## src/rtl/core/svc_pkg.sv

```systemverilog
// ============================================================================
// svc_pkg: shared types and constants of the spike vote classifier scorer
// Fixed field widths, register indexes, outcome codes and the state types of
// the front and back sequencers.
// ============================================================================
`default_nettype none

package svc_pkg;

  // Fixed widths of the ports and configuration registers.
  localparam int CLS_CFG_W   = 7;
  localparam int STEPS_W     = 16;
  localparam int LABEL_W     = 6;
  localparam int CLASS_OUT_W = 6;
  localparam int OUTCOME_W   = 2;
  localparam int CFG_IDX_W   = 2;
  localparam int CFG_DATA_W  = 16;

  // Neuron index bits retired per cycle by the modulo unit.
  localparam int DIGIT_W = 4;

  // Command queue between front and back.
  localparam int QUEUE_DEPTH = 4;

  // Configuration register indexes.
  localparam logic [CFG_IDX_W-1:0] CFG_CLASSES = 2'd0;
  localparam logic [CFG_IDX_W-1:0] CFG_STEPS   = 2'd1;

  // Configuration reset values.
  localparam logic [CLS_CFG_W-1:0] CLASSES_RST = 7'd10;
  localparam logic [STEPS_W-1:0]   STEPS_RST   = 16'd20;

  typedef enum logic [OUTCOME_W-1:0] {
    OUT_CORRECT   = 2'd0,
    OUT_INCORRECT = 2'd1,
    OUT_NO_VOTES  = 2'd2
  } outcome_t;

  typedef enum logic [1:0] {
    F_IDLE,
    F_DIV,
    F_PUSH
  } front_state_t;

  typedef enum logic [2:0] {
    B_IDLE,
    B_VOTE_WR,
    B_SCAN,
    B_SCAN_END,
    B_CLOSE
  } back_state_t;

  // Queue status seen by both sides.
  typedef struct packed {
    logic full;
    logic empty;
  } fifo_stat_t;

endpackage

`default_nettype wire

```

## src/rtl/core/svc_cmd_fifo.sv

```systemverilog
// ============================================================================
// svc_cmd_fifo: command queue between front and back
// A short first-in first-out buffer so that intake and scoring stall apart.
// ============================================================================
`default_nettype none

module svc_cmd_fifo #(
  parameter int WIDTH = 7
) (
  input  logic                clk,
  input  logic                rst_n,
  input  logic                push,
  input  logic [WIDTH-1:0]    wr_data,
  input  logic                pop,
  output logic [WIDTH-1:0]    rd_data,
  output svc_pkg::fifo_stat_t stat
);
  import svc_pkg::*;

  localparam int PTR_W = $clog2(QUEUE_DEPTH);

  logic [WIDTH-1:0] mem [QUEUE_DEPTH];
  logic [PTR_W-1:0] wr_ptr_r, rd_ptr_r;
  logic [PTR_W:0]   cnt_r;
  logic             do_push, do_pop;

  assign stat.full  = (cnt_r == (PTR_W+1)'(QUEUE_DEPTH));
  assign stat.empty = (cnt_r == '0);
  assign do_push    = push && !stat.full;
  assign do_pop     = pop && !stat.empty;
  assign rd_data    = mem[rd_ptr_r];

  // Pointer and fill count.
  always_ff @(posedge clk) begin
    if (!rst_n) begin
      wr_ptr_r <= '0;
      rd_ptr_r <= '0;
      cnt_r    <= '0;
    end else begin
      if (do_push) begin
        wr_ptr_r <= wr_ptr_r + PTR_W'(1);
      end
      if (do_pop) begin
        rd_ptr_r <= rd_ptr_r + PTR_W'(1);
      end
      if (do_push && !do_pop) begin
        cnt_r <= cnt_r + (PTR_W+1)'(1);
      end else if (do_pop && !do_push) begin
        cnt_r <= cnt_r - (PTR_W+1)'(1);
      end
    end
  end

  // Entry storage.
  always_ff @(posedge clk) begin
    if (do_push) begin
      mem[wr_ptr_r] <= wr_data;
    end
  end

endmodule

`default_nettype wire

```

## config.mk

```make
export PLATFORM = sky130hd
export DESIGN_NAME = svc_cmd_fifo
export DESIGN_NICKNAME = d
export VERILOG_FILES = /design/src/rtl/core/svc_pkg.sv /design/src/rtl/core/svc_cmd_fifo.sv
export SDC_FILE = /design/constraint.sdc
export NUM_CORES = 1
export LEC_CHECK = 0
export BUFFER_PORTS_ARGS = -buffer_cell sky130_fd_sc_hd__buf_4
export CAP_MARGIN = 30
export CORE_MARGIN = 2
export CORE_UTILIZATION = 59
export DETAILED_ROUTE_END_ITERATION = 16
export PLACE_DENSITY = 0.85
export SYNTH_ARGS = -nofsm -noshare
export SYNTH_HDL_FRONTEND = slang
export SYNTH_SLANG_ARGS = --single-unit
export TNS_END_PERCENT = 10
```

## constraint.sdc

```tcl
create_clock -name clk -period 4.05 [get_ports clk]
set_clock_uncertainty 0.1 [all_clocks]
set_input_delay 0.81 -clock clk [delete_from_list [all_inputs] [get_ports clk]]
set_output_delay 0.81 -clock clk [all_outputs]
set_load 0.05 [all_outputs]
```

==> metrics, run 1 <==
first-pass GRT wire length 3.57 mm; area leader, netlist edfxtp_1; Required @ worst endpoint 3.14 ns; Avg Cell Area, Syn 17.6 µm²; switching pwr 410 µW; Synth Instances 85; Hold Crit Class flip-flop to flip-flop; DRC Markers 0; Post-Syn Area 0.00150 mm²; Clk Latency, worst-skew pair 0.32 ns; Clock Sinks 37; Root Buffer clkbuf_4; GP Congestion 0.674; share of layout cells above drive strength 1 0.315; Main synth FF type edfxtp_1; top cell type's share of synthesized area 0.562; Final period util 0.653; Setup CP Type flip-flop to primary output; switching share of total power 0.361; Comb pwr share 0.372; Pleak 0.624 nW; CP endpoint kind primary output; hold buffer count at CTS 0; IO Port Bufs 19; Synth Area in Adders 0.0552; clk slew on worst S/H paths 0.10 ns; HPWL after DPL 1.59 mm; status complete, no violations; H-tree depth 2; antenna violations before repair 0; # nets final 124; num rows 18; Max VDD drop 508 µV; setup tns final 0 ns; Fin Hold WS 0.408 ns; top cells by count, synth edfxtp_1 (28), dfxtp_1 (9), and2_1 (8); Worst path top cell family by delay flip-flops; XOR/XNOR share of the synthesized area 0.0234; unrepaired setup endpoints after global routing false; Net Count, Synth 102; top area cells in the synthesized netlist edfxtp_1 (56%), dfxtp_1 (12%), mux4_2 (11%); highest clock rate 0.378 GHz; endpoints failing hold 0; die height 54.4 µm; Final Slew Violations 0; Syn-to-layout area delta 14.4%; CTS Buf Count 5; maximum number of pins on one net before global-route repair 12; Synth Register Bits 37; Max FO, Critical Path 7; grt ovf 0; die width 54.4 µm; post-synthesis compound-gate area fraction 0.0226; # setup viols final 0; drt pass-1 iters 4; PD cells 663 mW/mm²; Post-Route WL 2.16 mm; Worst-Margin Slew 0.489 ns; Initial Util 0.615; CP arrival 1.73 ns; Seq/Total Area, Yosys 0.682; synth warn 0; clock share of power 0.167; CTS resizes 0; P_int 726 µW; critical path's slowest cell dfxtp_1; Routed Antenna Nets 0; WL per Instance 15.6 µm; vias per inst 5.49; CTS Buffer Depth 2; Antenna Cells 0; TritonCTS clock tree done; DIE AREA 0.00296 mm²; DR vias 758; vias in the first global route 758; critical-path cell list mux4_2 > buf_4; CORE AREA 0.00243 mm²; main combinational cell family by area after synthesis multiplexers; post-synthesis mux area share 0.125; Worst Path Buf+Inv 1; IO Pins 20; Startpoint Class flip-flop; GRT Total Usage 0.188; top-count cell post-synth edfxtp_1; minimum clock period 2.64 ns; sequential share of power 0.461; EDFF count, synth 28; Synth async-reset ratio 0; post-synth cell types 23; Post-CTS Setup Bufs 0; Slew headroom 0.673; slowest cell delay on critical path 0.61 ns; initial drt markers 12; post-synthesis simple-gate area fraction 0.0677; MaxCap Viol Count 0
-- cell families (layout without fill, tap and decap cells) --
logic type	count (synthesis)	in the layout
flip-flops	37	37
multiplexers	10	10
AO/OA/AOI/OAI	4	4
AND/OR/NAND/NOR	17	17
buffers and inverters	7	30
XOR/XNOR	4	4
adder cells (fa/ha/maj)	6	6
-- layout by cell type (no fill, tap or decap), drive strengths merged --
cell type   n
dfxtp       9
a21boi      1
ha          5
or3         1
edfxtp     28
xor2        1
clkbuf      8
mux4        7
buf        19
inv         3
nor3b       1
nor2b       2
fa          1
o21ai       1
mux2i       3
nand2       4
o311ai      1
nor3        1
and2        8
xnor2       3
o31ai       1
-- worst register-to-register path, stage by stage, from the launching register on --
cell      delay [ns]
dfxtp_1         0.50
nor3b_2         0.09
nor2b_1         0.41
ha_1            0.28
inv_1           0.06
fa_1            0.38
xor2_1          0.16
or3_1           0.32
a21boi_1        0.17
-- metrics by stage --
| stage | area, µm² | total power, mW | instances | utilization | setup WS, ns |
|---|---|---|---|---|---|
| after CTS | 1710 | 1.15 | 138 | 0.704 | 1.32 |
| after global routing | 1710 | 1.20 | 138 | 0.704 | 1.24 |
| final | 1710 | 1.14 | 138 | 0.704 | 1.41 |
| after global placement | 1650 | 0.944 | 130 | 0.680 | 1.39 |
| after detailed placement | 1650 | 0.959 | 130 | 0.680 | 1.20 |
| after floorplan | 1500 | 0.849 | 85 | - | 1.58 |
-- power groups by stage --
stage	sequential (mW)	clock, mW	combinational (mW)
after global placement	0.531	0	0.413
after CTS	0.527	0.195	0.428
after global routing	0.535	0.212	0.457
after detailed placement	0.535	0	0.423
after floorplan	0.502	0	0.347
final	0.523	0.190	0.422
-- metal layers --
metal	part of all wire	global-route usage	vias up
met5	0	0	-
met2	0.56	0.327	19
met3	0.048	0.0820	2
met1	0.39	0.198	377
met4	0.0051	0.0750	0
li1	-	-	360
-- worst paths after layout --
check	startpoint	end	slack, ns	cells past startpoint
max	flip-flop	rd_data[1]	1.41	2
min	wr_ptr_r[1]	wr_ptr_r[1]	0.41	2
max reg2reg	cnt_r[0]	cnt_r[2]	1.52	8
min reg2reg	wr_ptr_r[1]	wr_ptr_r[1]	0.41	2
-- flip-flops by register name (all words and copies together), names as in the netlist, named ones only --
signal and cells:
rd_ptr_r 2, cnt_r 3, mem 28, wr_ptr_r 2
-- final cells by class --
class / count / area (µm²)
Timing Repair Buffer: 19 / 143
Inverter: 3 / 11.3
Multi-Input combinational cell: 41 / 440
Sequential cell: 37 / 1020
Fill cell: 165 / 721
Tap cell: 30 / 37.5
Clock buffer: 8 / 58.8
(Power assumes the default switching activity.)
==> inputs of run 2 (changes only) <==
Settings changed: CORE_UTILIZATION 59 to 50, PLACE_DENSITY 0.85 to 0.77.
Clock period 4.05 ns to 2.3 ns, I/O delays scaled along.
==> metrics, run 2 (synthesis gave the netlist of run 1 again) <==
Placement Setup Slack 0.0758 ns (was 1.20 ns); Setup CP Type flip-flop to flip-flop (was flip-flop to primary output); CORE AREA 0.00281 mm² (was 0.00243 mm²); first-pass GRT wire length 3.73 mm (was 3.57 mm); critical path's slowest cell dfxtp_1 (unchanged); PD cells 1160 mW/mm² (was 663 mW/mm²); r2r setup slk 0.16 ns (was 1.52 ns); M1 WL 887 µm (was 834 µm); # setup viols final 0 (unchanged); GP Congestion 0.620 (was 0.674); hold path start wr_data[2] (was wr_ptr_r[1]); CP endpoint kind flip-flop (was primary output); WL per Instance 16.3 µm (was 15.6 µm); Hold EP mem[2][2] (was wr_ptr_r[1]); num rows 19 (was 18); Required @ worst endpoint 2.47 ns (was 3.14 ns); setup tns final 0 ns (unchanged); Hold Crit Class input port to flip-flop (was flip-flop to flip-flop); DR vias 765 (was 758); IO Port Bufs 19 (unchanged); TritonCTS clock tree done (unchanged); met3 WL 118 µm (was 104 µm); Final Slew Violations 0 (unchanged); IO Pins 20 (unchanged); Syn-to-layout area delta 16.7% (was 14.4%); highest clock rate 0.467 GHz; design area 0.00175 mm² (was 0.00171 mm²); status complete, but fails checks (was complete, no violations); # nets final 127 (was 124); Crit Reg-Reg Endpoint cnt_r[2] (unchanged); worst reg2reg path depth 8 (unchanged); failing checks DRC; leading registers by flop count mem x28, cnt_r x3 (unchanged); Pleak 0.637 nW (was 0.624 nW); minimum clock period 2.14 ns; met2 wire length 1.27 mm (was 1.21 mm); Clock Sinks 37 (unchanged); endpoints failing hold 0 (unchanged); vias per inst 5.39 (was 5.49); clk slew on worst S/H paths 0.10 ns (about the same); Reg2Reg Launch Point cnt_r[2] (was cnt_r[0]); DRC Markers 2 (was 0); Max VDD drop 684 µV (was 508 µV); H-tree depth 2 (unchanged); Fillers 216 (was 165); unrepaired setup endpoints after global routing false (unchanged); Post-Route WL 2.31 mm (was 2.16 mm); Initial Util 0.533 (was 0.615); Post-DP Area 0.00168 mm² (was 0.00165 mm²); initial drt markers 25 (was 12); Slew headroom 0.755 (was 0.673); placed cells 134 (was 130); Antenna Cells 0 (unchanged); Clk Latency, worst-skew pair 0.33 ns (was 0.32 ns); Pwr Total 2.03 mW (was 1.14 mW); Worst-Margin Slew 0.361 ns (was 0.489 ns); CTS Buffer Depth 2 (unchanged); Fin Hold WS 0.226 ns (was 0.408 ns); Util after Layout 0.623 (was 0.704); final worst setup slack 0.160 ns (was 1.41 ns); CTS Buf Count 5 (unchanged); DR top layer met4 (unchanged); DIE AREA 0.00345 mm² (was 0.00296 mm²); Worst Path Buf+Inv 1 (unchanged); die width 58.7 µm (was 54.4 µm); Worst path top cell family by delay simple AND/OR/NAND/NOR gates (was flip-flops); slowest cell delay on critical path 0.39 ns (was 0.61 ns); Levels on crit path 8 (was 2); Root Buffer clkbuf_4 (unchanged); Reg with most FFs mem (unchanged); HPWL after DPL 1.71 mm (was 1.59 mm); hold buffer count at CTS 0 (unchanged); grt ovf 0 (unchanged); share of layout cells above drive strength 1 0.360 (was 0.315); vias in the first global route 822 (was 758); MaxCap Viol Count 0 (unchanged); maximum number of pins on one net before global-route repair 12 (unchanged); Final period util 0.930; drt pass-1 iters 10 (was 4); max reg flops 28 (unchanged); critical-path cell list nor3b_4 > nor2b_1 > ha_2 > inv_1 > fa_1 > xor2_1 > or3_1 > a21boi_1 (was mux4_2 > buf_4); antenna violations before repair 0 (unchanged); commonest non-fill, non-tap cell in the layout edfxtp_1 (unchanged); most frequent cells in the layout edfxtp_1 (28), buf_4 (22), and2_1 (8), mux4_2 (7), dfxtp_1 (7) (was edfxtp_1 (28), buf_4 (19), dfxtp_1 (9), and2_1 (8), mux4_2 (7)); Max FO, Critical Path 6 (was 7); CP arrival 2.31 ns (was 1.73 ns); GRT Total Usage 0.157 (was 0.188); Cell Count, Final, Fillers Out 142 (was 138); Routed Antenna Nets 0 (unchanged); WHS Path Cells 1 (was 2); die height 58.7 µm (was 54.4 µm); Startpoint Class flip-flop (unchanged)
==> run 2: where the power goes <==
part	switching (mW)	internal [mW]
sequential	0.0844	0.826
combinational	0.473	0.341
clock	0.190	0.119
==> run 2: how the worst max path moves through the flow <==
stage                     endpoint  slack (ns)     start
after floorplan           cnt_r[2]        0.03  cnt_r[2]
after global placement    cnt_r[2]        0.20  cnt_r[0]
after detailed placement  cnt_r[2]        0.08  cnt_r[1]
after CTS                 cnt_r[2]        0.06  cnt_r[1]
after global routing      cnt_r[2]        0.02  cnt_r[2]
final                     cnt_r[2]        0.16  cnt_r[2]
==> run 2: area by class of cell <==
cell class | count | area, µm² | area share
Sequential cell | 37 | 1020 | 0.586
Multi-Input combinational cell | 41 | 458 | 0.262
Timing Repair Buffer | 22 | 165 | 0.0946
Clock buffer | 7 | 45.0 | 0.0258
Tap cell | 31 | 38.8 | 0.0222
Inverter | 3 | 11.3 | 0.00645
Clock inverter | 1 | 5.00 | 0.00287
==> run 2: what timing repair did <==
action                                  in CTS  in global routing
buffers inserted                             0                  0
gates resized for setup                      0                  4
endpoints found under the setup margin       0                  1
==> run 2: worst reg2reg max path: stages (launching register included) <==
cell      delay [ns]
dfxtp_1         0.39
nor3b_4         0.19
nor2b_1         0.16
ha_2            0.22
inv_1           0.05
fa_1            0.37
xor2_1          0.16
or3_1           0.31
a21boi_1        0.14
==> run 2: routing by layer <==
layer | vias to the layer above | global-route usage
li1 | 366 | -
met1 | 373 | 0.158
met2 | 22 | 0.287
met3 | 4 | 0.0659
met4 | 0 | 0.0584
met5 | - | 0
