### config.mk
export PLATFORM = sky130hd
export DESIGN_NAME = svc_front
export DESIGN_NICKNAME = d
export VERILOG_FILES = /design/src/rtl/core/svc_pkg.sv /design/src/rtl/core/svc_front.sv
export SDC_FILE = /design/constraint.sdc
export NUM_CORES = 1
export LEC_CHECK = 0
export BUFFER_PORTS_ARGS = -buffer_cell sky130_fd_sc_hd__buf_2
export CAP_MARGIN = 20
export CORE_UTILIZATION = 45
export DETAILED_ROUTE_END_ITERATION = 6
export PLACE_DENSITY = 0.73
export SLEW_MARGIN = 40
export SYNTH_ARGS = -nofsm -noshare
export SYNTH_HDL_FRONTEND = slang
export SYNTH_SLANG_ARGS = --single-unit
### constraint.sdc
create_clock -name clk -period 14.8 [get_ports clk]
set_input_delay 1.48 -clock clk [delete_from_list [all_inputs] [get_ports clk]]
set_output_delay 1.48 -clock clk [all_outputs]
set_load 0.005 [all_outputs]
### src/rtl/core/svc_pkg.sv
// ============================================================================
// svc_pkg: shared types and constants of the spike vote classifier scorer
// Fixed field widths, register indexes, outcome codes and the state types of
// the front and back sequencers.
// ============================================================================
`default_nettype none

package svc_pkg;

  // Fixed widths of the ports and configuration registers.
  localparam int CLS_CFG_W   = 7;
  localparam int STEPS_W     = 16;
  localparam int LABEL_W     = 6;
  localparam int CLASS_OUT_W = 6;
  localparam int OUTCOME_W   = 2;
  localparam int CFG_IDX_W   = 2;
  localparam int CFG_DATA_W  = 16;

  // Neuron index bits retired per cycle by the modulo unit.
  localparam int DIGIT_W = 4;

  // Command queue between front and back.
  localparam int QUEUE_DEPTH = 4;

  // Configuration register indexes.
  localparam logic [CFG_IDX_W-1:0] CFG_CLASSES = 2'd0;
  localparam logic [CFG_IDX_W-1:0] CFG_STEPS   = 2'd1;

  // Configuration reset values.
  localparam logic [CLS_CFG_W-1:0] CLASSES_RST = 7'd10;
  localparam logic [STEPS_W-1:0]   STEPS_RST   = 16'd20;

  typedef enum logic [OUTCOME_W-1:0] {
    OUT_CORRECT   = 2'd0,
    OUT_INCORRECT = 2'd1,
    OUT_NO_VOTES  = 2'd2
  } outcome_t;

  typedef enum logic [1:0] {
    F_IDLE,
    F_DIV,
    F_PUSH
  } front_state_t;

  typedef enum logic [2:0] {
    B_IDLE,
    B_VOTE_WR,
    B_SCAN,
    B_SCAN_END,
    B_CLOSE
  } back_state_t;

  // Queue status seen by both sides.
  typedef struct packed {
    logic full;
    logic empty;
  } fifo_stat_t;

endpackage

`default_nettype wire

### src/rtl/core/svc_front.sv
// ============================================================================
// svc_front: item intake and classification
// Accepts spikes and step ticks. A spike's neuron index is reduced modulo the
// classes in use, a few bits per cycle; a tick's label is reduced modulo the
// class store depth. Both leave as commands for the back end.
// ============================================================================
`default_nettype none

module svc_front #(
  parameter int MAX_CLASSES        = 64,
  parameter int NEURON_INDEX_WIDTH = 16
) (
  input  logic                                clk,
  input  logic                                rst_n,
  input  logic                                in_valid,
  output logic                                in_stall,
  input  logic                                in_mode,
  input  logic [NEURON_INDEX_WIDTH-1:0]       in_neuron_index,
  input  logic [svc_pkg::LABEL_W-1:0]         in_true_label,
  input  logic [svc_pkg::CLS_CFG_W-1:0]       ncls,
  input  svc_pkg::fifo_stat_t                 q_stat,
  output logic                                q_push,
  output logic [$clog2(MAX_CLASSES):0]        q_data
);
  import svc_pkg::*;

  localparam int CLS_W = $clog2(MAX_CLASSES);
  localparam int NITER = (NEURON_INDEX_WIDTH + DIGIT_W - 1) / DIGIT_W;
  localparam int PAD_W = NITER * DIGIT_W;
  localparam int CNT_W = $clog2(NITER + 1);
  localparam int LBL_N = 2 ** LABEL_W;

  front_state_t           state_r, state_nxt;
  logic [PAD_W-1:0]       sh_r, sh_nxt;
  logic [CLS_CFG_W-1:0]   rem_r, rem_nxt;
  logic [CNT_W-1:0]       cnt_r, cnt_nxt;
  logic [CLS_CFG_W-1:0]   rem_step;
  logic [CLS_CFG_W:0]     trial;
  logic [CLS_CFG_W-1:0]   push_rem;
  logic [CLS_W+CLS_CFG_W-1:0] rem_ext;
  logic [CLS_W-1:0]       lbl_tbl [LBL_N];
  logic                   accept;

  // Label reduction table, fixed at elaboration.
  for (genvar g = 0; g < LBL_N; g++) begin : g_lbl
    assign lbl_tbl[g] = CLS_W'(g % MAX_CLASSES);
  end

  // One modulo step: retire DIGIT_W index bits into the running remainder.
  always_comb begin
    rem_step = rem_r;
    trial    = '0;
    for (int k = 0; k < DIGIT_W; k++) begin
      trial = {rem_step, sh_r[PAD_W-1-k]};
      if (trial >= {1'b0, ncls}) begin
        trial = trial - {1'b0, ncls};
      end
      rem_step = trial[CLS_CFG_W-1:0];
    end
  end

  assign rem_ext = {{CLS_W{1'b0}}, push_rem};

  // Intake sequencer.
  always_comb begin
    state_nxt = state_r;
    sh_nxt    = sh_r;
    rem_nxt   = rem_r;
    cnt_nxt   = cnt_r;
    in_stall  = (state_r != F_IDLE) || q_stat.full;
    accept    = in_valid && !in_stall;
    q_push    = 1'b0;
    push_rem  = rem_r;
    q_data    = {1'b1, lbl_tbl[in_true_label]};
    unique case (state_r)
      F_IDLE: begin
        if (accept) begin
          if (in_mode) begin
            q_push = 1'b1;
          end else begin
            sh_nxt    = PAD_W'(in_neuron_index);
            rem_nxt   = '0;
            cnt_nxt   = '0;
            state_nxt = F_DIV;
          end
        end
      end
      F_DIV: begin
        sh_nxt   = sh_r << DIGIT_W;
        rem_nxt  = rem_step;
        cnt_nxt  = cnt_r + CNT_W'(1);
        push_rem = rem_step;
        q_data   = {1'b0, rem_ext[CLS_W-1:0]};
        if (cnt_r == CNT_W'(NITER - 1)) begin
          if (!q_stat.full) begin
            q_push    = 1'b1;
            state_nxt = F_IDLE;
          end else begin
            state_nxt = F_PUSH;
          end
        end
      end
      F_PUSH: begin
        q_data = {1'b0, rem_ext[CLS_W-1:0]};
        if (!q_stat.full) begin
          q_push    = 1'b1;
          state_nxt = F_IDLE;
        end
      end
      default: begin
        state_nxt = F_IDLE;
      end
    endcase
  end

  always_ff @(posedge clk) begin
    if (!rst_n) begin
      state_r <= F_IDLE;
    end else begin
      state_r <= state_nxt;
    end
  end

  always_ff @(posedge clk) begin
    sh_r  <= sh_nxt;
    rem_r <= rem_nxt;
    cnt_r <= cnt_nxt;
  end

endmodule

`default_nettype wire

==> results of run 1 <==
[final cells by class]
type                            count  area [sq um]
Clock buffer                        4         55.05
Fill cell                         591          3040
Inverter                           26         97.59
Multi-Input combinational cell    248          2022
Sequential cell                    28         820.8
Tap cell                           77         96.34
Timing Repair Buffer               43         217.7
[metal layers]
| layer | global-route usage, % | vias up |
|---|---|---|
| met5 | 0 | - |
| met4 | 8.621 | 0 |
| met3 | 2.286 | 20 |
| met2 | 33.23 | 65 |
| met1 | 25.64 | 1143 |
| li1 | - | 1240 |
[stage by stage]
stage / worst slack, ns / cells
after detailed placement: 3.628 / 422
after CTS: 3.564 / 426
after global placement: 3.661 / 422
after floorplan: 4.929 / 309
final: 3.449 / 426
after global routing: 2.884 / 426
[cell families after synthesis]
logic type / after synthesis
xor gates and xnor gates: 12
adders and majority gates: 38
and+or+nand+nor: 84
AOI/OAI and AO/OA: 86
muxes: 28
DFF: 28
buffers and inverters: 33
[cell usage in the layout (no fill, tap or decap), drive strengths merged, types with 5 or more instances in the layout]
cell	n
mux2i	5
nand4	5
o21ai	13
nor3b	5
xor2	5
edfxtp	26
nand2b	6
nand3	7
xnor2	7
nand2	9
ha	34
inv	25
nor2b	14
nor2	25
mux2	23
buf	43
a21o	10
a21oi	18
[worst register-to-register path, delay by kind of cell, from the launching register on]
kind            cells  cell delay (ns)
compound gates     13             3.11
fa+ha+maj           5             1.71
buf+inv             2             0.14
flops               1             0.43
mux                 3             1.34
simple gates        8             1.61
[registers in the layout, summed over array words and instances (netlist names)]
name / count
rem_r: 7
state_r: 2
sh_r: 16
cnt_r: 3
[power by group]
group / internal [W] / leakage (nW) / switching [W]
Clock: 0.0000239 / 0.0288 / 0.0000237
Sequential: 0.0000925 / 0.258 / 0.00000214
Combinational: 0.000170 / 1.11 / 0.000212
[cells in the mapped netlist (3+ instances only)]
cell and n:
a31oi_1 4, fa_1 4, inv_1 24, nor2b_1 14, mux2i_1 4, a21oi_1 18
xor2_1 5, o22a_1 3, nor4b_1 3, mux2_2 22, nand2b_1 6, a21o_1 10
o21ai_0 13, xnor2_1 7, edfxtp_1 26, o31a_1 3, nand2_1 8, nand4_1 5
nor3b_1 4, a22o_1 3, ha_1 34, nor3_1 3, nor2_1 24, nand3_1 7
o21a_1 4
[path summary, 6_finish.rpt]
kind	startpoint	endpoint	slack [ns]	depth (start not counted)
hold / removal	sh_r[8]	sh_r[12]	0.55	1
setup reg to reg	sh_r[15]	rem_r[4]	6.23	31
hold reg to reg	sh_r[8]	sh_r[12]	0.55	1
setup / recovery	ncls[1]	q_data[0]	3.45	31
==> summary.txt, run 1 <==
GRT
  • GRT Total Usage: 19.79%
  • Congestion Overflow GR: 0
  • Initial antenna violation count: 0
  • Global-route wire length before repair: 11070 microns
  • Number of global-route vias before repair: 2423
  • Largest net degree at the start of global routing: 27

Synthesis
  • Top cell type's share of synthesized area: between 20% and 30%
  • Largest family of logic cells by synthesized area: compound AO/OA/AOI/OAI gates
  • Post-synthesis adder-cell area fraction: between 10% and 20%
  • XOR/XNOR Fraction of Synth Area: 3.540%
  • Post-synthesis cell count: a little over 300
  • Mapped Nets: 382
  • Post-synthesis mux area share: 10.66%
  • EDFF count, synth: 26
  • Synth async-reset ratio: 0%
  • Sequential-to-total area share from yosys stat: 27.64%
  • Compound-Gate Fraction of Synth Area: 20.78%
  • Main synth FF type: edfxtp_1
  • Mean Syn Cell Area: a little under 10 sq um
  • Yosys warnings: 0
  • Simple logic cell fraction of the synthesized area: 15.80%
  • Synth area leader: edfxtp_1
  • Count of cell types in the netlist: 62
  • Top cells by area, synth: edfxtp_1 26%, ha_1 14%, mux2_2 8.3%
  • Synthesized area: 2969 sq um
  • #FFs+latches synth: 28

Die
  • FP Rows: 29
  • Chip height: 83.23 microns
  • Core box area: 6350 sq um
  • Die Area: ~6900 sq um
  • Die X: between 80 and 90 microns
  • Count of boundary I/O pins: 44
  • Initial Utilization: between 40% and 50%

Worst setup path
  • Family with the most delay on the worst path: compound AO/OA/AOI/OAI gates
  • CP max-delay cell: mux2i_2
  • CP peak stage delay: 0.60 ns
  • CP Launch Type: input port
  • Crit path DAT: 9.87 ns
  • CP max FO: 10
  • Critical path capture point type: output pin
  • CP bufs+invs: 3
  • Crit Path Category: input port to output pin
  • CP most frequent cell: a21oi_1
  • CP required: 13.32 ns

Place
  • DP Area: 3254 sq um
  • I/O Buffers: 42
  • HPWL after detailed placement: 5313 microns
  • GP Congestion: 0.8432

STA
  • RSZ-0062 raised after global routing: false
  • Setup Viol. Count Final: 0
  • Slew Limit Fails: 0
  • Setup TNS: 0 ns
  • Clock Skew: 0.007978 ns
  • Hold_ws: 0.5524 ns
  • Measured slew at the worst slew-check pin: 0.7242 ns
  • Final Hold Fails: 0
  • Minimum clock period after layout: about 11 ns
  • FMAX: slightly below 90 MHz
  • Final period utilization: roughly three quarters
  • Max_slew headroom: 50.77%

Routing
  • Drt wl/cell: about 16 microns
  • WL met3: 280 microns
  • Metal1 wirelength: 3039 microns
  • TritonRoute pass-1 iters: 4
  • Highest Signal Layer: met4
  • Met2 routed WL: 3182 microns
  • Post-DRT Antenna Nets: 0
  • WL final: 6724 microns
  • Drt initial violations: 188
  • Via count: 2468
  • Post-route DRC: 0
  • Vias per cell: 5.793

Pwr
  • Total power: approximately 0.00052 W
  • Leakage Power: around 1.4 nW
  • Pwr per Cell Area: 158.3 nW/um^2
  • VDD IR max: 0.00008961 V

Layout
  • Ant diodes: 0
  • Layout cells sized above 1: a little under a quarter
  • P&R area growth vs syn: 11.46%
  • NumNets Final: 423
  • Util after Layout: 52.12%
  • Design Area, Final: 3309 sq um

Clocking
  • TritonCTS Buffers: 3
  • Clk slew on worst S/H paths: about 0.09 ns
  • Post_cts resized: 0
  • Clock Tree Buf Depth: 2
  • CTS Root Cell: clkbuf_8
  • Clk sinks: 28
  • Cts hold-fix bufs: 0
  • CTS tree: yes
  • H-tree levels: 1
  • Post-CTS setup buffers: 0
  • Skew-Pair Late Insertion Delay: between 0.2 and 0.3 ns

Run status
  • Status: finished clean

Min path
  • Hold Crit Class: flop to flop

Job
  • Max capacitance violation total: 0
(Power assumes the default switching activity.)
==> inputs of run 2 (changes only) <==
--- a/config.mk
+++ b/config.mk
@@ -5,11 +5,12 @@
 export SDC_FILE = /design/constraint.sdc
 export NUM_CORES = 1
 export LEC_CHECK = 0
+export ABC_AREA = 1
 export BUFFER_PORTS_ARGS = -buffer_cell sky130_fd_sc_hd__buf_2
 export CAP_MARGIN = 20
 export CORE_UTILIZATION = 45
 export DETAILED_ROUTE_END_ITERATION = 6
-export PLACE_DENSITY = 0.73
+export PLACE_DENSITY = 0.76
 export SLEW_MARGIN = 40
 export SYNTH_ARGS = -nofsm -noshare
 export SYNTH_HDL_FRONTEND = slang
==> constraint.sdc (replaced) <==
create_clock -name clk -period 9.95 [get_ports clk]
set_input_delay 0.995 -clock clk [delete_from_list [all_inputs] [get_ports clk]]
set_output_delay 0.995 -clock clk [all_outputs]
set_load 0.005 [all_outputs]
==> run 2 against run 1 <==
Against the previous run:
- routed wire length fell by 0.57%
- first-iteration DRC count fell by 41%
- via count rose by 11%
- utilization rose by 0.95 points
- critical path depth rose by 13
- non-clock buffer count rose by 1
- critical endpoint is now q_data[4]
==> summary.txt, run 2 <==
Run status
  • Status: finished clean

Clocking
  • Clk slew on worst S/H paths: 0.09 ns (about the same)
  • Post_cts resized: 0 (unchanged)
  • Clk sinks: 28 (unchanged)
  • Skew-Pair Late Insertion Delay: 0.27 ns (about the same)
  • H-tree levels: 1 (unchanged)
  • Clock Tree Buf Depth: 2 (unchanged)
  • Post-CTS setup buffers: 0 (unchanged)
  • CTS Root Cell: clkbuf_8
  • Cts hold-fix bufs: 0 (unchanged)
  • CTS tree: yes
  • TritonCTS Buffers: 3 (unchanged)

Die
  • Initial Utilization: 47.72% (+0.96 points)
  • Core box area: 6495 sq um (+2.3%)
  • Count of boundary I/O pins: 44 (unchanged)
  • Chip height: 84.99 microns (+2.1%)
  • Die X: 84.99 microns (+2.1%)
  • Die Area: 7223 sq um (+4.3%)
  • FP Rows: 29 (unchanged)

STA
  • RSZ-0062 raised after global routing: false
  • Final period utilization: 87.12%
  • Slew Limit Fails: 0 (unchanged)
  • Setup Viol. Count Final: 0 (unchanged)
  • Hold_ws: 0.5124 ns (-0.04008 ns)
  • Measured slew at the worst slew-check pin: 0.6834 ns (-0.04072 ns)
  • Final Hold Fails: 0 (unchanged)
  • Clock Skew: 0.003100 ns (-0.004879 ns)
  • Setup TNS: 0 ns (unchanged)
  • Minimum clock period after layout: between 8 and 9 ns
  • Max_slew headroom: 54.39% (+3.6 points)
  • FMAX: between 100 and 150 MHz

Synthesis
  • Sequential-to-total area share from yosys stat: 26.48% (-1.2 points)
  • Top cell type's share of synthesized area: 25.19% (-1.1 points)
  • Top cells by area, synth: edfxtp_1 25%, nand2_1 14%, ha_1 14%
  • EDFF count, synth: 26 (unchanged)
  • Synthesized area: 3099 sq um (+4.4%)
  • Count of cell types in the netlist: 35 (-44%)
  • Post-synthesis mux area share: 0% (-11 points)
  • Yosys warnings: 0 (unchanged)
  • Compound-Gate Fraction of Synth Area: 12.11% (-8.7 points)
  • Mapped Nets: 487 (+27%)
  • #FFs+latches synth: 28 (unchanged)
  • Synth async-reset ratio: 0% (unchanged)
  • Simple logic cell fraction of the synthesized area: 31.05% (+15 points)
  • Synth area leader: edfxtp_1
  • Largest family of logic cells by synthesized area: simple AND/OR/NAND/NOR gates
  • Mean Syn Cell Area: 7.486 sq um (-22%)
  • XOR/XNOR Fraction of Synth Area: 4.522% (+0.98 points)
  • Post-synthesis cell count: 414 (+34%)
  • Post-synthesis adder-cell area fraction: 16.31% (-0.71 points)
  • Most frequent cells after synthesis: 116 x nand2_1, 72 x inv_1, 34 x ha_1
  • Main synth FF type: edfxtp_1
  • Most numerous cell in the Yosys netlist: nand2_1

Layout
  • Most frequent cells in the layout: 116 x nand2_1, 72 x inv_1, 42 x buf_2
  • Largest register FFs: 16 (unchanged)
  • Layout Cells excl Fill: 534 (+25%)
  • Ant diodes: 0 (unchanged)
  • Multi-input logic area: 1986 sq um (-1.8%)
  • P&R area growth vs syn: 11.22%
  • Biggest regs: sh_r: 16 flops, rem_r: 7 flops, cnt_r: 3 flops
  • Top reg by flops: sh_r
  • Design Area, Final: 3447 sq um (+4.2%)
  • Layout cells sized above 1: 19.47% (-4.3 points)
  • Filler cells: 626 (+5.9%)
  • NumNets Final: 531 (+26%)
  • Flip-flop and latch area: 820.8 sq um (unchanged)
  • Commonest non-fill, non-tap cell in the layout: nand2_1

Worst setup path
  • Crit path DAT: 7.67 ns (-2.20 ns)
  • CP max FO: 9 (-1)
  • Crit Path Category: input port to output pin
  • Critical path capture point type: output pin
  • CP peak stage delay: 0.50 ns (-0.10 ns)
  • CP Launch Type: input port
  • CP max-delay cell: fa_1
  • CP most frequent cell: nand2_1
  • CP required: 8.96 ns (-4.36 ns)

Routing
  • Vias per cell: 5.148 (-11%)
  • WL final: 6686 microns (-0.57%)
  • Via count: 2749 (+11%)
  • Drt wl/cell: 12.52 microns (-21%)
  • TritonRoute pass-1 iters: 5 (+1)
  • Drt initial violations: 111 (-41%)
  • Post-DRT Antenna Nets: 0 (unchanged)
  • Post-route DRC: 0 (unchanged)

GRT
  • Initial antenna violation count: 0 (unchanged)
  • GRT Total Usage: 19.24% (-0.55 points)
  • Number of global-route vias before repair: 2561 (+5.7%)
  • Congestion Overflow GR: 0 (unchanged)
  • Global-route wire length before repair: 11240 microns (+1.6%)
  • Largest net degree at the start of global routing: 28 (+3.7%)

Place
  • Cells after DPL: 530 (+26%)
  • GP Congestion: 0.8837 (+4.8%)
  • HPWL after detailed placement: 5422 microns (+2.1%)
  • DP Area: 3402 sq um (+4.5%)
  • I/O Buffers: 42 (unchanged)

Min path
  • Hold Crit Class: flop to flop

Job
  • Max capacitance violation total: 0 (unchanged)
-- run 2: changes by cell type in the layout (fill, tap and decap cells not counted), moves of 8 or more --
cell / previous run / this run
inv_1: 24 / 72
nor2b_1: 14 / 0
nand3_2: 0 / 9
nand3_1: 7 / 25
nand2_1: 8 / 116
a21o_1: 10 / 2
a21oi_2: 0 / 12
mux2_2: 22 / 0
-- run 2: cells by family (layout without fill, tap and decap cells) --
family	Yosys count	in the layout
AND/OR/NAND/NOR	196	196
buffers and inverters	78	121
AO/OA/AOI/OAI	58	58
adder cells (fa/ha/maj)	38	38
flip-flops	28	28
XOR/XNOR	16	16
-- run 2: final timing paths --
check        startpoint    endpoint  slack, ns  cells past startpoint
max             ncls[1]   q_data[4]       1.28                     44
min          state_r[0]  state_r[0]       0.51                      2
max reg2reg    sh_r[15]    rem_r[4]       2.88                     44
min reg2reg  state_r[0]  state_r[0]       0.51                      2
-- run 2: per-layer routing --
metal	track usage, %	share of wire (%)	vias to the layer above
li1	-	-	1439
met2	33.14	47	53
met4	5.393	1.9	0
met3	2.724	4.1	9
met5	0	0	-
met1	25.23	47	1248
-- run 2: layout make-up --
cell class | count | area share [%]
multi-input cells | 308 | 57.60
flip-flops and latches | 28 | 23.81
inverters | 73 | 7.949
repair buffers | 44 | 6.534
well taps | 77 | 2.795
clock buffers | 3 | 1.198
clock inverters | 1 | 0.1089
-- run 2: critical path: cells and delay by family --
| kind | cells | cell delay [ns] |
|---|---|---|
| AO/OA/AOI/OAI | 14 | 2.71 |
| adder cells (fa/ha/maj) | 4 | 1.49 |
| AND/OR/NAND/NOR | 18 | 1.70 |
| buffers and inverters | 8 | 0.77 |
-- run 2: through the flow --
stage,setup WS [ns],utilization (%)
floorplan,2.498,-
global placement,1.447,52.38
detailed placement,1.327,52.38
CTS,1.305,53.07
global route,0.6025,53.07
finish,1.282,53.07
Power of run 2 is left out: the tool's default activity adds up to more than one toggle a clock period on the data nets, which glitch-free logic cannot reach.
